`config.mk`:
```
export PLATFORM = sky130hd
export DESIGN_NAME = sound_sample_invert_volume_top
export DESIGN_NICKNAME = d
export VERILOG_FILES = /design/src/rtl/ssiv_pkg.sv /design/src/rtl/ssiv_ctrl.sv /design/src/rtl/ssiv_dp.sv /design/src/rtl/sound_sample_invert_volume_top.sv
export SDC_FILE = /design/constraint.sdc
export NUM_CORES = 1
export LEC_CHECK = 0
export BUFFER_PORTS_ARGS = -buffer_cell sky130_fd_sc_hd__buf_4
export CORE_MARGIN = 1.5
export CORE_UTILIZATION = 30
export DETAILED_ROUTE_END_ITERATION = 10
export GPL_TIMING_DRIVEN = 1
export REMOVE_ABC_BUFFERS = 1
export SLEW_MARGIN = 20
export SYNTH_ARGS = -nofsm -noshare
export SYNTH_HDL_FRONTEND = slang
export SYNTH_SLANG_ARGS = --single-unit
export TNS_END_PERCENT = 5
```
`constraint.sdc`:
```
create_clock -name i_clk -period 5.6 [get_ports i_clk]
set_clock_uncertainty 0.1 [all_clocks]
set_input_delay 0.28 -clock i_clk [delete_from_list [all_inputs] [get_ports i_clk]]
set_output_delay 0.28 -clock i_clk [all_outputs]
set_load 0.02 [all_outputs]
```
`src/rtl/ssiv_pkg.sv`:
```
package ssiv_pkg;

    // Length of one invert window in phase units.
    localparam int unsigned WIN_UNITS = 704;

    // Width of the stored phase accumulator.
    localparam int unsigned PHASE_W = 21;

    // Centre value of an unsigned 8-bit sample.
    localparam logic [7:0] SAMPLE_CENTRE = 8'd128;

    // Volume code that leaves the sample unscaled.
    localparam logic [2:0] VOL_FULL = 3'd7;

    // 704 = 64 * 11: after a shift by 6 the remainder of the division is by 11.
    // The reciprocal ceil(2^16 / 11) is exact for dividends below 2^15.
    localparam int unsigned DIV_SHIFT = 6;
    localparam logic [12:0] DIV11_RECIP = 13'd5958;

    // Controller states.
    typedef enum logic [3:0] {
        S_IDLE,
        S_DECIDE,
        S_LOOP,
        S_TAIL,
        S_MUL,
        S_DIV,
        S_QUOT,
        S_VOL,
        S_OUT
    } t_state;

    // Commands from the controller to the datapath.
    typedef struct packed {
        logic load;
        logic decide;
        logic step;
        logic tail;
        logic mul;
        logic div;
        logic quot;
        logic vol;
        logic emit;
    } t_dp_cmd;

    // Status from the datapath to the controller.
    typedef struct packed {
        logic period_zero;
        logic in_window;
        logic loop_done;
        logic out_busy;
    } t_dp_sts;

    // Volume multiplier table.
    function automatic logic [15:0] vol_scale(input logic [2:0] vol);
        logic [15:0] s;
        case (vol)
            3'd0:    s = 16'd8192;
            3'd1:    s = 16'd9362;
            3'd2:    s = 16'd10922;
            3'd3:    s = 16'd13107;
            3'd4:    s = 16'd16384;
            3'd5:    s = 16'd21845;
            3'd6:    s = 16'd32768;
            default: s = 16'd0;
        endcase
        return s;
    endfunction

    // Volume offset table.
    function automatic logic [6:0] vol_bias(input logic [2:0] vol);
        logic [6:0] b;
        case (vol)
            3'd0:    b = 7'd112;
            3'd1:    b = 7'd110;
            3'd2:    b = 7'd107;
            3'd3:    b = 7'd103;
            3'd4:    b = 7'd96;
            3'd5:    b = 7'd86;
            3'd6:    b = 7'd64;
            default: b = 7'd0;
        endcase
        return b;
    endfunction

endpackage

```
`src/rtl/ssiv_ctrl.sv`:
```
module ssiv_ctrl (
    input  logic              i_clk,
    input  logic              i_rst_n,
    input  logic              i_in_valid,
    output logic              o_in_ready,
    input  ssiv_pkg::t_dp_sts i_sts,
    output ssiv_pkg::t_dp_cmd o_cmd
);
    import ssiv_pkg::*;

    t_state r_state;
    t_state n_state;

    // State register.
    always_ff @(posedge i_clk) begin
        if (!i_rst_n) begin
            r_state <= S_IDLE;
        end else begin
            r_state <= n_state;
        end
    end

    // Next state and datapath commands.
    always_comb begin
        n_state    = r_state;
        o_cmd      = '0;
        o_in_ready = 1'b0;
        case (r_state)
            S_IDLE: begin
                o_in_ready = 1'b1;
                if (i_in_valid) begin
                    o_cmd.load = 1'b1;
                    n_state    = S_DECIDE;
                end
            end
            S_DECIDE: begin
                o_cmd.decide = 1'b1;
                if (!i_sts.period_zero && i_sts.in_window) begin
                    n_state = S_LOOP;
                end else begin
                    n_state = S_VOL;
                end
            end
            S_LOOP: begin
                o_cmd.step = 1'b1;
                if (i_sts.loop_done) begin
                    n_state = S_TAIL;
                end
            end
            S_TAIL: begin
                o_cmd.tail = 1'b1;
                n_state    = S_MUL;
            end
            S_MUL: begin
                o_cmd.mul = 1'b1;
                n_state   = S_DIV;
            end
            S_DIV: begin
                o_cmd.div = 1'b1;
                n_state   = S_QUOT;
            end
            S_QUOT: begin
                o_cmd.quot = 1'b1;
                n_state    = S_VOL;
            end
            S_VOL: begin
                o_cmd.vol = 1'b1;
                n_state   = S_OUT;
            end
            S_OUT: begin
                if (!i_sts.out_busy) begin
                    o_cmd.emit = 1'b1;
                    n_state    = S_IDLE;
                end
            end
            default: begin
                n_state = S_IDLE;
            end
        endcase
    end

endmodule

```
`src/rtl/ssiv_dp.sv`:
```
module ssiv_dp (
    input  logic              i_clk,
    input  logic              i_rst_n,
    input  ssiv_pkg::t_dp_cmd i_cmd,
    output ssiv_pkg::t_dp_sts o_sts,
    input  logic [7:0]        i_sample_in,
    input  logic [15:0]       i_invert_period,
    input  logic              i_sound_off,
    input  logic              i_cfg_we,
    input  logic [2:0]        i_cfg_wdata,
    output logic              o_out_valid,
    input  logic              i_out_ready,
    output logic [7:0]        o_sample_out
);
    import ssiv_pkg::*;

    // Control and carried state.
    logic [2:0]         r_volume;
    logic [PHASE_W-1:0] r_phase;
    logic               r_level;
    logic               r_out_valid;

    // Per-request working registers.
    logic [7:0]         r_x;
    logic [PHASE_W-1:0] r_incr;
    logic               r_off;
    logic [9:0]         r_last;
    logic [9:0]         r_on;
    logic [17:0]        r_prod;
    logic [24:0]        r_quot;
    logic [23:0]        r_vprod;
    logic [7:0]         r_out;

    logic [PHASE_W-1:0] n_incr;
    logic [PHASE_W:0]   n_phase_sum;
    logic [9:0]         w_gap;
    logic [9:0]         w_tail_gap;
    logic [7:0]         n_result;

    // Increment is period * 20, built from two shifts.
    assign n_incr = PHASE_W'({i_invert_period, 4'b0}) + PHASE_W'({i_invert_period, 2'b0});

    // One crossing of the phase loop.
    assign n_phase_sum = {1'b0, r_phase} + {1'b0, r_incr};
    assign w_gap       = r_phase[9:0] - r_last;
    assign w_tail_gap  = 10'(WIN_UNITS) - r_last;

    // Final volume stage.
    assign n_result = (r_volume != VOL_FULL)
                    ? r_vprod[23:16] + {1'b0, vol_bias(r_volume)}
                    : r_x;

    // Status towards the controller.
    assign o_sts.period_zero = (r_incr == '0);
    assign o_sts.in_window   = (r_phase < PHASE_W'(WIN_UNITS));
    assign o_sts.loop_done   = (n_phase_sum >= (PHASE_W+1)'(WIN_UNITS));
    assign o_sts.out_busy    = r_out_valid && !i_out_ready;

    assign o_out_valid  = r_out_valid;
    assign o_sample_out = r_out;

    // Volume register, written from the configuration port.
    always_ff @(posedge i_clk) begin
        if (!i_rst_n) begin
            r_volume <= VOL_FULL;
        end else if (i_cfg_we) begin
            r_volume <= i_cfg_wdata;
        end
    end

    // Phase accumulator and square-wave level.
    always_ff @(posedge i_clk) begin
        if (!i_rst_n) begin
            r_phase <= '0;
            r_level <= 1'b0;
        end else if (i_cmd.decide) begin
            if (!o_sts.period_zero && !o_sts.in_window) begin
                r_phase <= r_phase - PHASE_W'(WIN_UNITS);
            end
        end else if (i_cmd.step) begin
            r_level <= ~r_level;
            r_phase <= n_phase_sum[PHASE_W-1:0];
        end else if (i_cmd.tail) begin
            r_phase <= r_phase - PHASE_W'(WIN_UNITS);
        end
    end

    // Sample path: gating, division by the window and volume product.
    always_ff @(posedge i_clk) begin
        if (i_cmd.load) begin
            r_x    <= i_sample_in;
            r_incr <= n_incr;
            r_off  <= i_sound_off;
        end
        if (i_cmd.decide) begin
            if (o_sts.period_zero) begin
                if (r_off) begin
                    r_x <= SAMPLE_CENTRE;
                end
            end else if (o_sts.in_window) begin
                r_on   <= '0;
                r_last <= '0;
            end else if (r_level) begin
                r_x <= '0;
            end
        end
        if (i_cmd.step) begin
            if (!r_level) begin
                r_on <= r_on + w_gap;
            end
            r_last <= r_phase[9:0];
        end
        if (i_cmd.tail && !r_level) begin
            r_on <= r_on + w_tail_gap;
        end
        if (i_cmd.mul) begin
            r_prod <= 18'(r_x) * 18'(r_on);
        end
        if (i_cmd.div) begin
            r_quot <= r_prod[17:DIV_SHIFT] * DIV11_RECIP;
        end
        if (i_cmd.quot) begin
            r_x <= r_quot[23:16];
        end
        if (i_cmd.vol) begin
            r_vprod <= r_x * vol_scale(r_volume);
        end
        if (i_cmd.emit) begin
            r_out <= n_result;
        end
    end

    // Output register.
    always_ff @(posedge i_clk) begin
        if (!i_rst_n) begin
            r_out_valid <= 1'b0;
        end else if (i_cmd.emit) begin
            r_out_valid <= 1'b1;
        end else if (i_out_ready) begin
            r_out_valid <= 1'b0;
        end
    end

    // The on portion never exceeds the window.
    a_on_bound: assert property (@(posedge i_clk) disable iff (!i_rst_n)
        (i_cmd.step || i_cmd.tail) |-> (r_on <= 10'(WIN_UNITS)))
        else $error("on portion exceeds window");

    // Inside the loop the previous crossing never lies ahead of the phase.
    a_last_order: assert property (@(posedge i_clk) disable iff (!i_rst_n)
        i_cmd.step |-> (PHASE_W'(r_last) <= r_phase))
        else $error("crossing order broken");

    // The loop only ends once the phase has left the window.
    a_tail_phase: assert property (@(posedge i_clk) disable iff (!i_rst_n)
        i_cmd.tail |-> (r_phase >= PHASE_W'(WIN_UNITS)))
        else $error("window end before phase left window");

    // A result is never written over one that has not been taken.
    a_no_overwrite: assert property (@(posedge i_clk) disable iff (!i_rst_n)
        i_cmd.emit |-> !(r_out_valid && !i_out_ready))
        else $error("result overwritten");

endmodule

```
`src/rtl/sound_sample_invert_volume_top.sv`:
```
// Square-wave invert and volume stage for an 8-bit sound stream.
//
// Input channel (i_in_valid / o_in_ready): one request carries a raw sample,
// the invert timer period and the sound-off flag. Output channel
// (o_out_valid / i_out_ready): exactly one processed sample per request,
// in order. The volume register is written through i_cfg_we / i_cfg_wdata.
//
// One request is worked on at a time: decide and volume, then the result
// register, when the period is zero or the phase is past the window, else
// decide, a phase loop of n crossings (1 to 36, one crossing per cycle),
// tail, multiply, divide, quotient and volume; the block is ready again in
// the cycle after the result is written. The phase loop sets the rate.
//
// Reset (synchronous, active low) clears the phase and level, sets the
// volume to 7 and empties the result register. When the receiver stalls,
// the result waits in its register; the next request is still accepted and
// worked on, and is held in its last step until the register is free.
module sound_sample_invert_volume_top (
    input  logic        i_clk,
    input  logic        i_rst_n,
    input  logic        i_in_valid,
    output logic        o_in_ready,
    input  logic [7:0]  i_sample_in,
    input  logic [15:0] i_invert_period,
    input  logic        i_sound_off,
    output logic        o_out_valid,
    input  logic        i_out_ready,
    output logic [7:0]  o_sample_out,
    input  logic        i_cfg_we,
    input  logic [2:0]  i_cfg_wdata
);
    import ssiv_pkg::*;

    t_dp_cmd w_cmd;
    t_dp_sts w_sts;

    // Sequencer.
    ssiv_ctrl u_ctrl (
        .i_clk      (i_clk),
        .i_rst_n    (i_rst_n),
        .i_in_valid (i_in_valid),
        .o_in_ready (o_in_ready),
        .i_sts      (w_sts),
        .o_cmd      (w_cmd)
    );

    // Arithmetic and state.
    ssiv_dp u_dp (
        .i_clk           (i_clk),
        .i_rst_n         (i_rst_n),
        .i_cmd           (w_cmd),
        .o_sts           (w_sts),
        .i_sample_in     (i_sample_in),
        .i_invert_period (i_invert_period),
        .i_sound_off     (i_sound_off),
        .i_cfg_we        (i_cfg_we),
        .i_cfg_wdata     (i_cfg_wdata),
        .o_out_valid     (o_out_valid),
        .i_out_ready     (i_out_ready),
        .o_sample_out    (o_sample_out)
    );

endmodule
```
# Yosys cells after proc, flatten, opt, wreduce, memory -nomap -nowiden
# Index checks and enable logic that the tools add are counted.
# W data, S select, Z words.
# op_classes
n_bitwise,2
n_addsub,8
n_eq_ne,20
multipliers,3
order_cmp,2
reduce_logical,19
mux,44
# op_table
cell,count
$pmux W16 S7,1
$mux W10,10
$mux W21,4
$mux W8,8
$pmux W7 S7,1
$pmux W4 S9,1
$mul A8 B16 Y24,1
$mul A12 B12 Y23 const B,1
$add A21 B21 Y22,1
$ge A22 B10 Y1 const B,1
$add A20 B18 Y21,1
$logic_not A21 Y1,1
$lt A21 B10 Y1 const B,1
$sub A21 B10 Y21 const B,1
$add A10 B10 Y10,2
$mul A8 B10 Y18,1
$eq A4 B3 Y1 const B,4
$mux W16,1
$mux W1,14
$mux W4,3
$sub A10 B10 Y10,1
$sub A10 B10 Y10 const A,1
$eq A3 B3 Y1 const B,3
$add A8 B7 Y8,1
18 further kinds,34
# word_totals
ff_bits,153
in_bits,33
elab_cells,112
output_inout_bits,10

# Depth between registers and ports, before layout
# Gate-level depths: netlist (run 1).
# depth
ltp_word,8
mapped_depth,22
ltp_nobuf,20

# By module
# From an unflattened synthesis (run 1), not the netlist that was laid out.
# unflattened
cells_unflattened,1684
hier_area_um2,15506.1
# modules_own_cells
module,area_each_um2,cells_per_inst,n_inst,seq_area_each_um2
ssiv_dp,15223.4,1647,1,2782.7
ssiv_ctrl,282.8,37,1,80.1

# Worst setup path before layout (run 1)
# OpenSTA, ideal clock, no wires.
# synth_timing
kind,flip-flop to flip-flop
start,reg u_dp.r_volume[1]
end,"reg u_dp.r_vprod[23], data pin"
n_path_buf,2
path_slack_ps,431
stages_incl_launch_ff,21
required_time_ps,5240
setup_ps,260
period_less_slack_ps,5169
arrival_time_ps,4810
path_cell_list,dfxtp_1 > buf_2 > nor2b_1 > clkbuf_1 > nor2b_1 > and2_1 > fa_1 > fa_1 > fa_1 > inv_1 > fa_1 > inv_1 > ha_1 > nand3_1 > nor2_1 > nand4_1 > o311ai_1 > a21oi_1 > a21oi_1 > a21oi_1 > xnor2_1
# synth_via
elab_chain_cells,4
elab_cells_between_ends,10
cone_classes,mul: 1; eq/ne: 6; mux: 2; reduce/logical: 1
# synth_lines
element,line,source
"start, declared",ssiv_dp.sv:18,logic [2:0] r_volume;
"start signal, assigned",ssiv_dp.sv:67,r_volume <= i_cfg_wdata;
$eq A3 B3 Y1 (tied with other cells),ssiv_pkg.sv:57,case (vol)
$pmux W16 S7 (*),ssiv_pkg.sv:57,
$mux W16 (*),ssiv_dp.sv:125,if (i_cmd.vol) begin
$mul A8 B16 Y24 (*),ssiv_dp.sv:126,r_vprod <= r_x * vol_scale(r_volume);
"end signal, assigned",ssiv_dp.sv:126,
"end, declared",ssiv_dp.sv:31,logic [23:0] r_vprod;
# Every way passes the cells marked *; elsewhere a longest branch is shown, timed or not. The select of a mux whose other input is x is not followed.
# A chain may end at the register's enable or synchronous reset.

# Worst setup path after layout (run 1)
# layout_timing
start,reg u_dp.r_volume[1]
end,"reg u_dp.r_vprod[18], data pin"
# The elaborated chain is that of the path after synthesis.

==> run_results.csv, run 1 <==
group,metric,value,unit
drt,dr.pass1.iters,5,
global_route,grt_first_pass_wirelength,62.0,mm
min_path,hold_path.class,"in2reg",
drt,ant_nets,0,
floorplan,die_area,53000,sq um
setup_path,cp-startpoint,"u_dp.r_volume[1]",
placement,post-place-ws,-0.0495,ns
layout,diodes,0,
global_route,antenna_found_initial,0,
timing,rsz0062_at_grt,"false",
setup_path,cp_cell_sequence,"nor2b_2 -> buf_4 -> nand2_1 -> nor2_1 -> buf_4 -> fa_1 -> inv_1 -> fa_1 -> inv_1 -> fa_1 -> inv_1 -> fa_1 -> inv_1 -> ha_1 -> or4_1 -> a31oi_4 -> o311ai_4 -> buf_4 -> o21a_1 -> o21a_1 -> nor2_1 -> xnor2_1",
timing,period_minus_slack,5.42,ns
logic_synthesis,syn_area_per_cell,9.06,sq um
placement,io_buffers,42,
floorplan,die_w,230,microns
floorplan,core_area,51200,sq um
placement,dp_cells,2431,
timing,fin_ws,0.185,ns
setup_path,end_kind,"flip-flop",
setup_path,worstSetupPathType,"reg2reg",
logic_synthesis,synthFlopType,"edfxtp_1",
run,drv_cap,0,
global_route,track_usage,14.4,%
global_route,grt_pass1_vias,12523,
layout,nets,2196,
logic_synthesis,yosysSeqAreaShare,18.5,%
layout,finalNonFillerCells,2450,
setup_path,reg2reg_depth,22,
min_path,hold_start,"i_rst_n",
setup_path,r2r_slack,0.18,ns
logic_synthesis,yosys_warnings,0,
clock_tree,root_buffer,"clkbuf_16",
drt,drt_iter0_markers,612,
drt,finalWirelength,37.1,mm
placement,place_congestion,0.878,
timing,tightestPinTransition,1.11,ns
floorplan,start_util,30.3,%
setup_path,slowest_stage,"fa_1",
setup_path,cp_data_required_time,5.62,ns
setup_path,rr_startpoint,"u_dp.r_volume[1]",
layout,nFillCells,5270,
clock_tree,clock-sinks,110,
floorplan,die_y,230,microns
global_route,grt_max_degree,33,
timing,hold_viol_final,0,
layout,final_cell_mix,"330 x inv_1, 221 x ha_1, 177 x fa_1",
global_route,grt_overflow,0,
setup_path,cp-endpoint,"u_dp.r_vprod[18]",
layout,area_growth,11.4,%
setup_path,cpPeakStageDelay,0.55,ns
drt,vias,11806,
floorplan,io_pins,43,
logic_synthesis,synthCells,1711,
setup_path,r2r-end,"u_dp.r_vprod[18]",
timing,timing.slew.headroom,25.6,%
run_status,outcome,"completed",
clock_tree,cts_tree,"built",
clock_tree,htreeDepth,3,
clock_tree,insertion_delay,0.37,ns
timing,setup_viol,0,
layout,drive_above_1_share,7.74,%
logic_synthesis,post_synth_num_cell_types,72,
logic_synthesis,async_flop_share,0,%
timing,fmax,185,MHz
timing,timing.setup.tns,0,ns
layout,layout_commonest_cell,"inv_1",
clock_tree,numCtsBuffers,9,
clock_tree,clk_pin_slew,0.08,ns
clock_tree,postCtsSetupBuffers,0,
setup_path,worstSetupStartpointType,"flip-flop",
drt,wl_per_cell,15.1,microns
drt,drcViolationCount,0,
timing,maxSlewViolCount,0,
clock_tree,clockBufferDepth,2,
setup_path,path_max_fanout,7,
setup_path,cp.arrival,5.43,ns
logic_synthesis,syn_area,15500,sq um
drt,vias_per_cell,4.82,
layout,fin_util,33.7,%
floorplan,rows,83,
logic_synthesis,synth_edf_count,66,
placement,detailed_place_hpwl,31.3,mm
logic_synthesis,synth-seq-cells,110,
timing,finalCritPeriodShare,96.7,%
-- cell families after synthesis --
kind of cell	synth area share, %
flops	18.5
fa+ha+maj	40.7
xor+xnor	4.07
compound gates	11.4
simple gates	14.6
buf+inv	9.40
mux	1.34
-- stage by stage --
step	hold slack [ns]	area (sq um)
floorplan	0.242	15300
global placement	0.343	16900
detailed placement	0.352	16900
CTS	0.0408	17200
global route	0.0483	17300
finish	0.0535	17300
-- how the worst min path moves through the flow --
stage,to,slack (ns),cells past startpoint
final,u_dp.r_volume[0],0.05,2
after global routing,u_dp.r_volume[1],0.05,2
after CTS,u_dp.r_volume[0],0.04,2
after detailed placement,u_dp.r_x[0],0.35,2
after global placement,u_dp.r_x[1],0.34,2
after floorplan,u_dp.r_volume[0],0.24,1
-- repair_timing --
action                                  in CTS  in global routing
hold buffers                                 3                  0
endpoints found under the setup margin       2                  6
hold endpoints to repair                     3                  0
pin swaps                                    0                  1
resized for setup                            2                 10
-- final cells by class --
| class | instances | area (sq um) | area share (%) |
|---|---|---|---|
| clock buffer | 9 | 225 | 1.30 |
| clock inverter | 7 | 76.3 | 0.442 |
| inverter | 331 | 1240 | 7.19 |
| multi-input combinational | 1214 | 11200 | 65.1 |
| sequential | 110 | 2860 | 16.6 |
| tap | 680 | 851 | 4.93 |
| timing repair buffer | 99 | 776 | 4.49 |
-- sequential cells by signal, indices dropped and copies added, names as in the netlist, 8 cells and up --
| register | flops |
|---|---|
| u_dp.o_sample_out | 8 |
| u_dp.r_incr | 19 |
| u_dp.r_last | 8 |
| u_dp.r_on | 10 |
| u_dp.r_phase | 19 |
| u_dp.r_prod | 12 |
| u_dp.r_quot | 8 |
| u_dp.r_vprod | 8 |
| u_dp.r_x | 8 |
-- synthesized netlist by cell type, types with 7 or more instances --
master    count  area [sq um]
nor3_1       28           140
nor4_1       10          62.6
o21ai_1      13          65.1
edfxtp_1     66          1980
nand2b_1     20           125
inv_1       330          1240
and2_1       85           532
fa_1        177          3540
a31oi_1       7          43.8
clkbuf_1     52           195
ha_1        221          2770
a211oi_1     13          97.6
dfxtp_1      44           881
nor2b_1      14          87.6
nand3_1      19          95.1
and3_1       19           119
xor2_1       24           210
xnor2_1      48           420
a21o_1       30           225
nand4_1       9          56.3
mux2i_1      14           140
o21ai_0      43           215
or3_1         8          50.1
o21a_1       13          97.6
o21bai_1     10          75.1
nand2_1     127           477
a21oi_1      75           375
nor2_1       99           372
-- per-layer routing --
layer / global-route usage, % / wire length (microns)
met1: 17.5 / 16300
met2: 27.2 / 19100
met4: 3.33 / 615
met3: 1.34 / 1070
met5: 0 / 0
-- worst max-delay path, delay by kind of cell, from the launching register on --
family	cells	cell delay [ns]
xor gates and xnor gates	1	0.09
buffers and inverters	7	0.68
DFF	1	0.34
and+or+nand+nor	5	0.93
AOI/OAI and AO/OA	4	0.75
adders and majority gates	5	2.29
Power of run 1 is left out: the tool's default activity adds up to more than one toggle a clock period on the data nets, which glitch-free logic cannot reach.
==> inputs of run 2 (changes only) <==
- CORE_UTILIZATION: 30 -> 40
==> run_results.csv, run 2 (synthesis results as in run 1) <==
group,metric,value,unit
setup_path,rr_startpoint,"u_dp.r_volume[2]",
setup_path,critPathMostFrequentCell,"fa_1",
layout,nFillCells,3725,
layout,fin_util,44.7,%
floorplan,die_area,39900,sq um
timing,maxSlewViolCount,0,
timing,period_minus_slack,5.30,ns
floorplan,start_util,40.9,%
layout,diodes,0,
setup_path,path_depth,21,
setup_path,path_delay_family,"adder cells",
layout,stdcell_area,17000,sq um
min_path,hold_start,"i_rst_n",
global_route,antenna_found_initial,0,
timing,finalCritPeriodShare,94.6,%
layout,nets,2191,
clock_tree,htreeDepth,3,
clock_tree,postCtsSetupBuffers,0,
setup_path,worstSetupStartpointType,"flip-flop",
min_path,hold_path.class,"in2reg",
drt,dr.pass1.iters,4,
setup_path,end_kind,"flip-flop",
global_route,grt_max_degree,33,
clock_tree,root_buffer,"clkbuf_16",
placement,place_congestion,0.884,
layout,area_growth,9.49,%
setup_path,slowest_stage,"fa_1",
placement,dpl_cell_area,16600,sq um
setup_path,path_max_fanout,16,
drt,ant_nets,0,
placement,io_buffers,42,
run_status,outcome,"completed",
global_route,track_usage,19.8,%
floorplan,die_y,200,microns
timing,tightestPinTransition,0.920,ns
timing,fmax,189,MHz
clock_tree,clockBufferDepth,2,
min_path,hold_depth,2,
setup_path,cp_data_required_time,5.62,ns
drt,drt_iter0_markers,418,
clock_tree,clock-sinks,110,
floorplan,die_w,200,microns
drt,drcViolationCount,0,
global_route,grt_overflow,0,
layout,final_cell_mix,"330 x inv_1, 221 x ha_1, 177 x fa_1",
setup_path,cp_cell_sequence,"buf_4 -> nand2_2 -> and2_1 -> nand2_1 -> fa_1 -> inv_1 -> fa_1 -> fa_1 -> inv_1 -> fa_1 -> inv_1 -> ha_1 -> nand3_1 -> nor2_1 -> nand4_1 -> o311ai_1 -> buf_4 -> o21a_1 -> o21a_1 -> nor2_1 -> xnor2_1",
timing,hold_viol_final,0,
global_route,grt_pass1_vias,12315,
layout,drive_above_1_share,7.14,%
layout,layout_commonest_cell,"inv_1",
clock_tree,numCtsBuffers,9,
floorplan,core_area,37900,sq um
clock_tree,cts_tree,"built",
setup_path,reg2reg_depth,21,
placement,detailed_place_hpwl,31.7,mm
timing,timing.slew.headroom,38.4,%
run,drv_cap,0,
setup_path,critPathBufInv,5,
setup_path,worstSetupPathType,"reg2reg",
clock_tree,clk_pin_slew,0.07,ns
setup_path,cp.arrival,5.32,ns
floorplan,rows,71,
layout,largestRegisters,"u_dp.r_incr x19, u_dp.r_phase x19, u_dp.r_prod x12",
timing,setup_viol,0,
clock_tree,insertion_delay,0.38,ns
drt,wl_per_cell,16.2,microns
drt,vias,11574,
drt,finalWirelength,37.0,mm
setup_path,cp-startpoint,"u_dp.r_volume[2]",
setup_path,cpPeakStageDelay,0.56,ns
drt,vias_per_cell,5.09,
global_route,grt_first_pass_wirelength,61.7,mm
floorplan,io_pins,43,
timing,holdWs,0.0622,ns
run 2: timing repair:
item,CTS,global route
endpoints found under the hold margin,3,0
setup endpoints to repair,0,5
hold buffers,3,0
resized for setup,0,6
run 2: layout make-up:
class | instances | area [sq um] | area share (%)
Clock inverter | 3 | 46.3 | 0.273
Inverter | 331 | 1240 | 7.32
Multi-Input combinational cell | 1214 | 11200 | 66.1
Tap cell | 511 | 639 | 3.77
Sequential cell | 110 | 2860 | 16.9
Clock buffer | 13 | 240 | 1.42
Timing Repair Buffer | 94 | 726 | 4.28
run 2: path summary, 6_finish.rpt:
check                endpoint  slack, ns
min          u_dp.r_volume[2]       0.06
max          u_dp.r_vprod[18]       0.30
min reg2reg       u_dp.r_x[1]       0.35
max reg2reg  u_dp.r_vprod[18]       0.30
run 2: routing by layer:
metal  global-route usage [%]  up-vias  wire length (microns)
li1                         -     5719                      -
met1                     23.4     5638                  15900
met2                     37.2      160                  19200
met3                     1.44       57                    715
met4                     7.38        0                   1140
met5                        0        -                      0
run 2: stage by stage:
| stage | instances | setup WS (ns) | TNS, ns |
|---|---|---|---|
| 5_1_grt | 2276 | -0.000203 | -0.000203 |
| 2_1_floorplan | 1655 | 0.123 | 0 |
| 4_1_cts | 2276 | 0.150 | 0 |
| 3_5_place_dp | 2257 | 0.191 | 0 |
| 3_3_place_gp | 2257 | 0.265 | 0 |
| 6_report | 2276 | 0.301 | 0 |
run 2: worst reg2reg max path: stages, from the launching register on:
cell,delay [ns]
dfxtp_1,0.32
buf_4,0.20
nand2_2,0.19
and2_1,0.29
nand2_1,0.12
fa_1,0.52
inv_1,0.05
fa_1,0.49
fa_1,0.56
inv_1,0.07
fa_1,0.53
inv_1,0.04
ha_1,0.27
nand3_1,0.07
nor2_1,0.11
nand4_1,0.11
o311ai_1,0.29
buf_4,0.20
o21a_1,0.19
o21a_1,0.15
nor2_1,0.05
xnor2_1,0.11
Power of run 2 is left out for the same reason.
==> inputs of run 3 (changes only) <==
- REMOVE_ABC_BUFFERS: 1 -> not set
==> run_results.csv, run 3 (synthesis results as in run 1) <==
group,metric,value,unit
timing,holdWs,0.0119,ns
timing,timing.setup.tns,0,ns
timing,finalCritPeriodShare,96.5,%
floorplan,die_w,200,microns
drt,ant_nets,0,
global_route,grt_pass1_vias,12191,
clock_tree,postCtsSetupBuffers,0,
floorplan,core_area,37900,sq um
layout,diodes,0,
setup_path,worstSetupPathType,"reg2reg",
setup_path,cpPeakStageDelay,0.55,ns
drt,finalWirelength,36.1,mm
timing,maxSlewViolCount,0,
global_route,grt_first_pass_wirelength,60.1,mm
layout,area_growth,10.0,%
timing,tightestPinTransition,1.08,ns
layout,largestRegisters,"u_dp.r_incr x19, u_dp.r_phase x19, u_dp.r_prod x12",
clock_tree,cts_tree,"built",
min_path,hold_path.class,"in2reg",
floorplan,io_pins,43,
setup_path,cp_data_required_time,5.61,ns
floorplan,die_area,39900,sq um
drt,vias,11597,
clock_tree,htreeDepth,3,
setup_path,worstSetupStartpointType,"flip-flop",
timing,period_minus_slack,5.40,ns
global_route,antenna_found_initial,0,
global_route,grt_overflow,0,
layout,nets,2196,
placement,detailed_place_hpwl,30.3,mm
run,drv_cap,0,
layout,nFillCells,3724,
drt,drt_iter0_markers,485,
setup_path,slowest_stage,"fa_1",
drt,wl_per_cell,15.8,microns
clock_tree,root_buffer,"clkbuf_16",
layout,final_cell_mix,"330 x inv_1, 221 x ha_1, 177 x fa_1",
clock_tree,clock-sinks,110,
layout,layout_commonest_cell,"inv_1",
clock_tree,clockBufferDepth,2,
floorplan,die_y,200,microns
timing,fmax,185,MHz
drt,dr.pass1.iters,5,
placement,io_buffers,42,
timing,timing.slew.headroom,27.0,%
layout,fin_util,45.0,%
setup_path,path_max_fanout,7,
run_status,outcome,"completed",
timing,setup_viol,0,
timing,rsz0062_at_grt,"false",
logic_synthesis,syn_nets,2142,
drt,drcViolationCount,0,
clock_tree,clk_pin_slew,0.08,ns
timing,hold_viol_final,0,
placement,place_congestion,0.942,
drt,vias_per_cell,5.08,
setup_path,critPathMostFrequentCell,"fa_1",
setup_path,end_kind,"flip-flop",
setup_path,path_delay_family,"adder cells",
global_route,grt_max_degree,32,
clock_tree,numCtsBuffers,9,
floorplan,start_util,40.9,%
setup_path,critPathBufInv,6,
floorplan,rows,71,
setup_path,cp.arrival,5.42,ns
setup_path,cp_cell_sequence,"nor2b_4 -> buf_4 -> nor2b_1 -> buf_4 -> nand2_1 -> fa_1 -> inv_1 -> fa_1 -> inv_1 -> fa_1 -> fa_1 -> inv_1 -> ha_1 -> or4_1 -> a31oi_2 -> o311ai_4 -> buf_4 -> o21a_1 -> o21a_1 -> nor2_1 -> xnor2_1",
layout,drive_above_1_share,7.91,%
clock_tree,insertion_delay,0.36,ns
global_route,track_usage,19.0,%
==> run 3: worst paths after layout <==
kind	start	to	slack, ns	cells after the start
worst min-delay path	i_invert_period[1]	u_dp.r_incr[3]	0.01	1
worst max register to register	u_dp.r_volume[1]	u_dp.r_vprod[18]	0.20	21
worst max-delay path	u_dp.r_volume[1]	u_dp.r_vprod[18]	0.20	21
worst min register to register	u_dp.r_quot[21]	u_dp.r_x[5]	0.36	2
==> run 3: area by class of cell <==
cell class	instances	area, sq um	area share [%]
repair buffers	99	748	4.39
clock buffers	10	239	1.40
multi-input cells	1214	11300	66.0
flip-flops and latches	110	2870	16.8
inverters	331	1240	7.29
well taps	511	639	3.75
clock inverters	6	66.3	0.389
==> run 3: routing by layer <==
layer  up-vias  wire, microns  global-route usage, %
li1       5725              -                      -
met1      5678          16600                   24.1
met2       160          18100                   34.4
met3        34           1020                   2.40
met4         0            494                   4.15
met5         -              0                      0
==> run 3: through the flow <==
step | worst slack, ns | instance area [sq um] | instances
6_report | 0.197 | 17100 | 2281
5_1_grt | 0.00945 | 17100 | 2281
4_1_cts | 0.0101 | 17000 | 2281
3_5_place_dp | -0.0494 | 16700 | 2263
3_3_place_gp | -0.0666 | 16700 | 2263
2_1_floorplan | 0.431 | 15500 | 1711
==> run 3: timing repair <==
item                       in CTS  in global routing
gates resized for setup         1                 15
hold buffers                    2                  0
setup endpoints to repair       1                  8
hold endpoints to repair        2                  0
pin swaps                       0                  1
Power of run 3 is left out for the same reason.
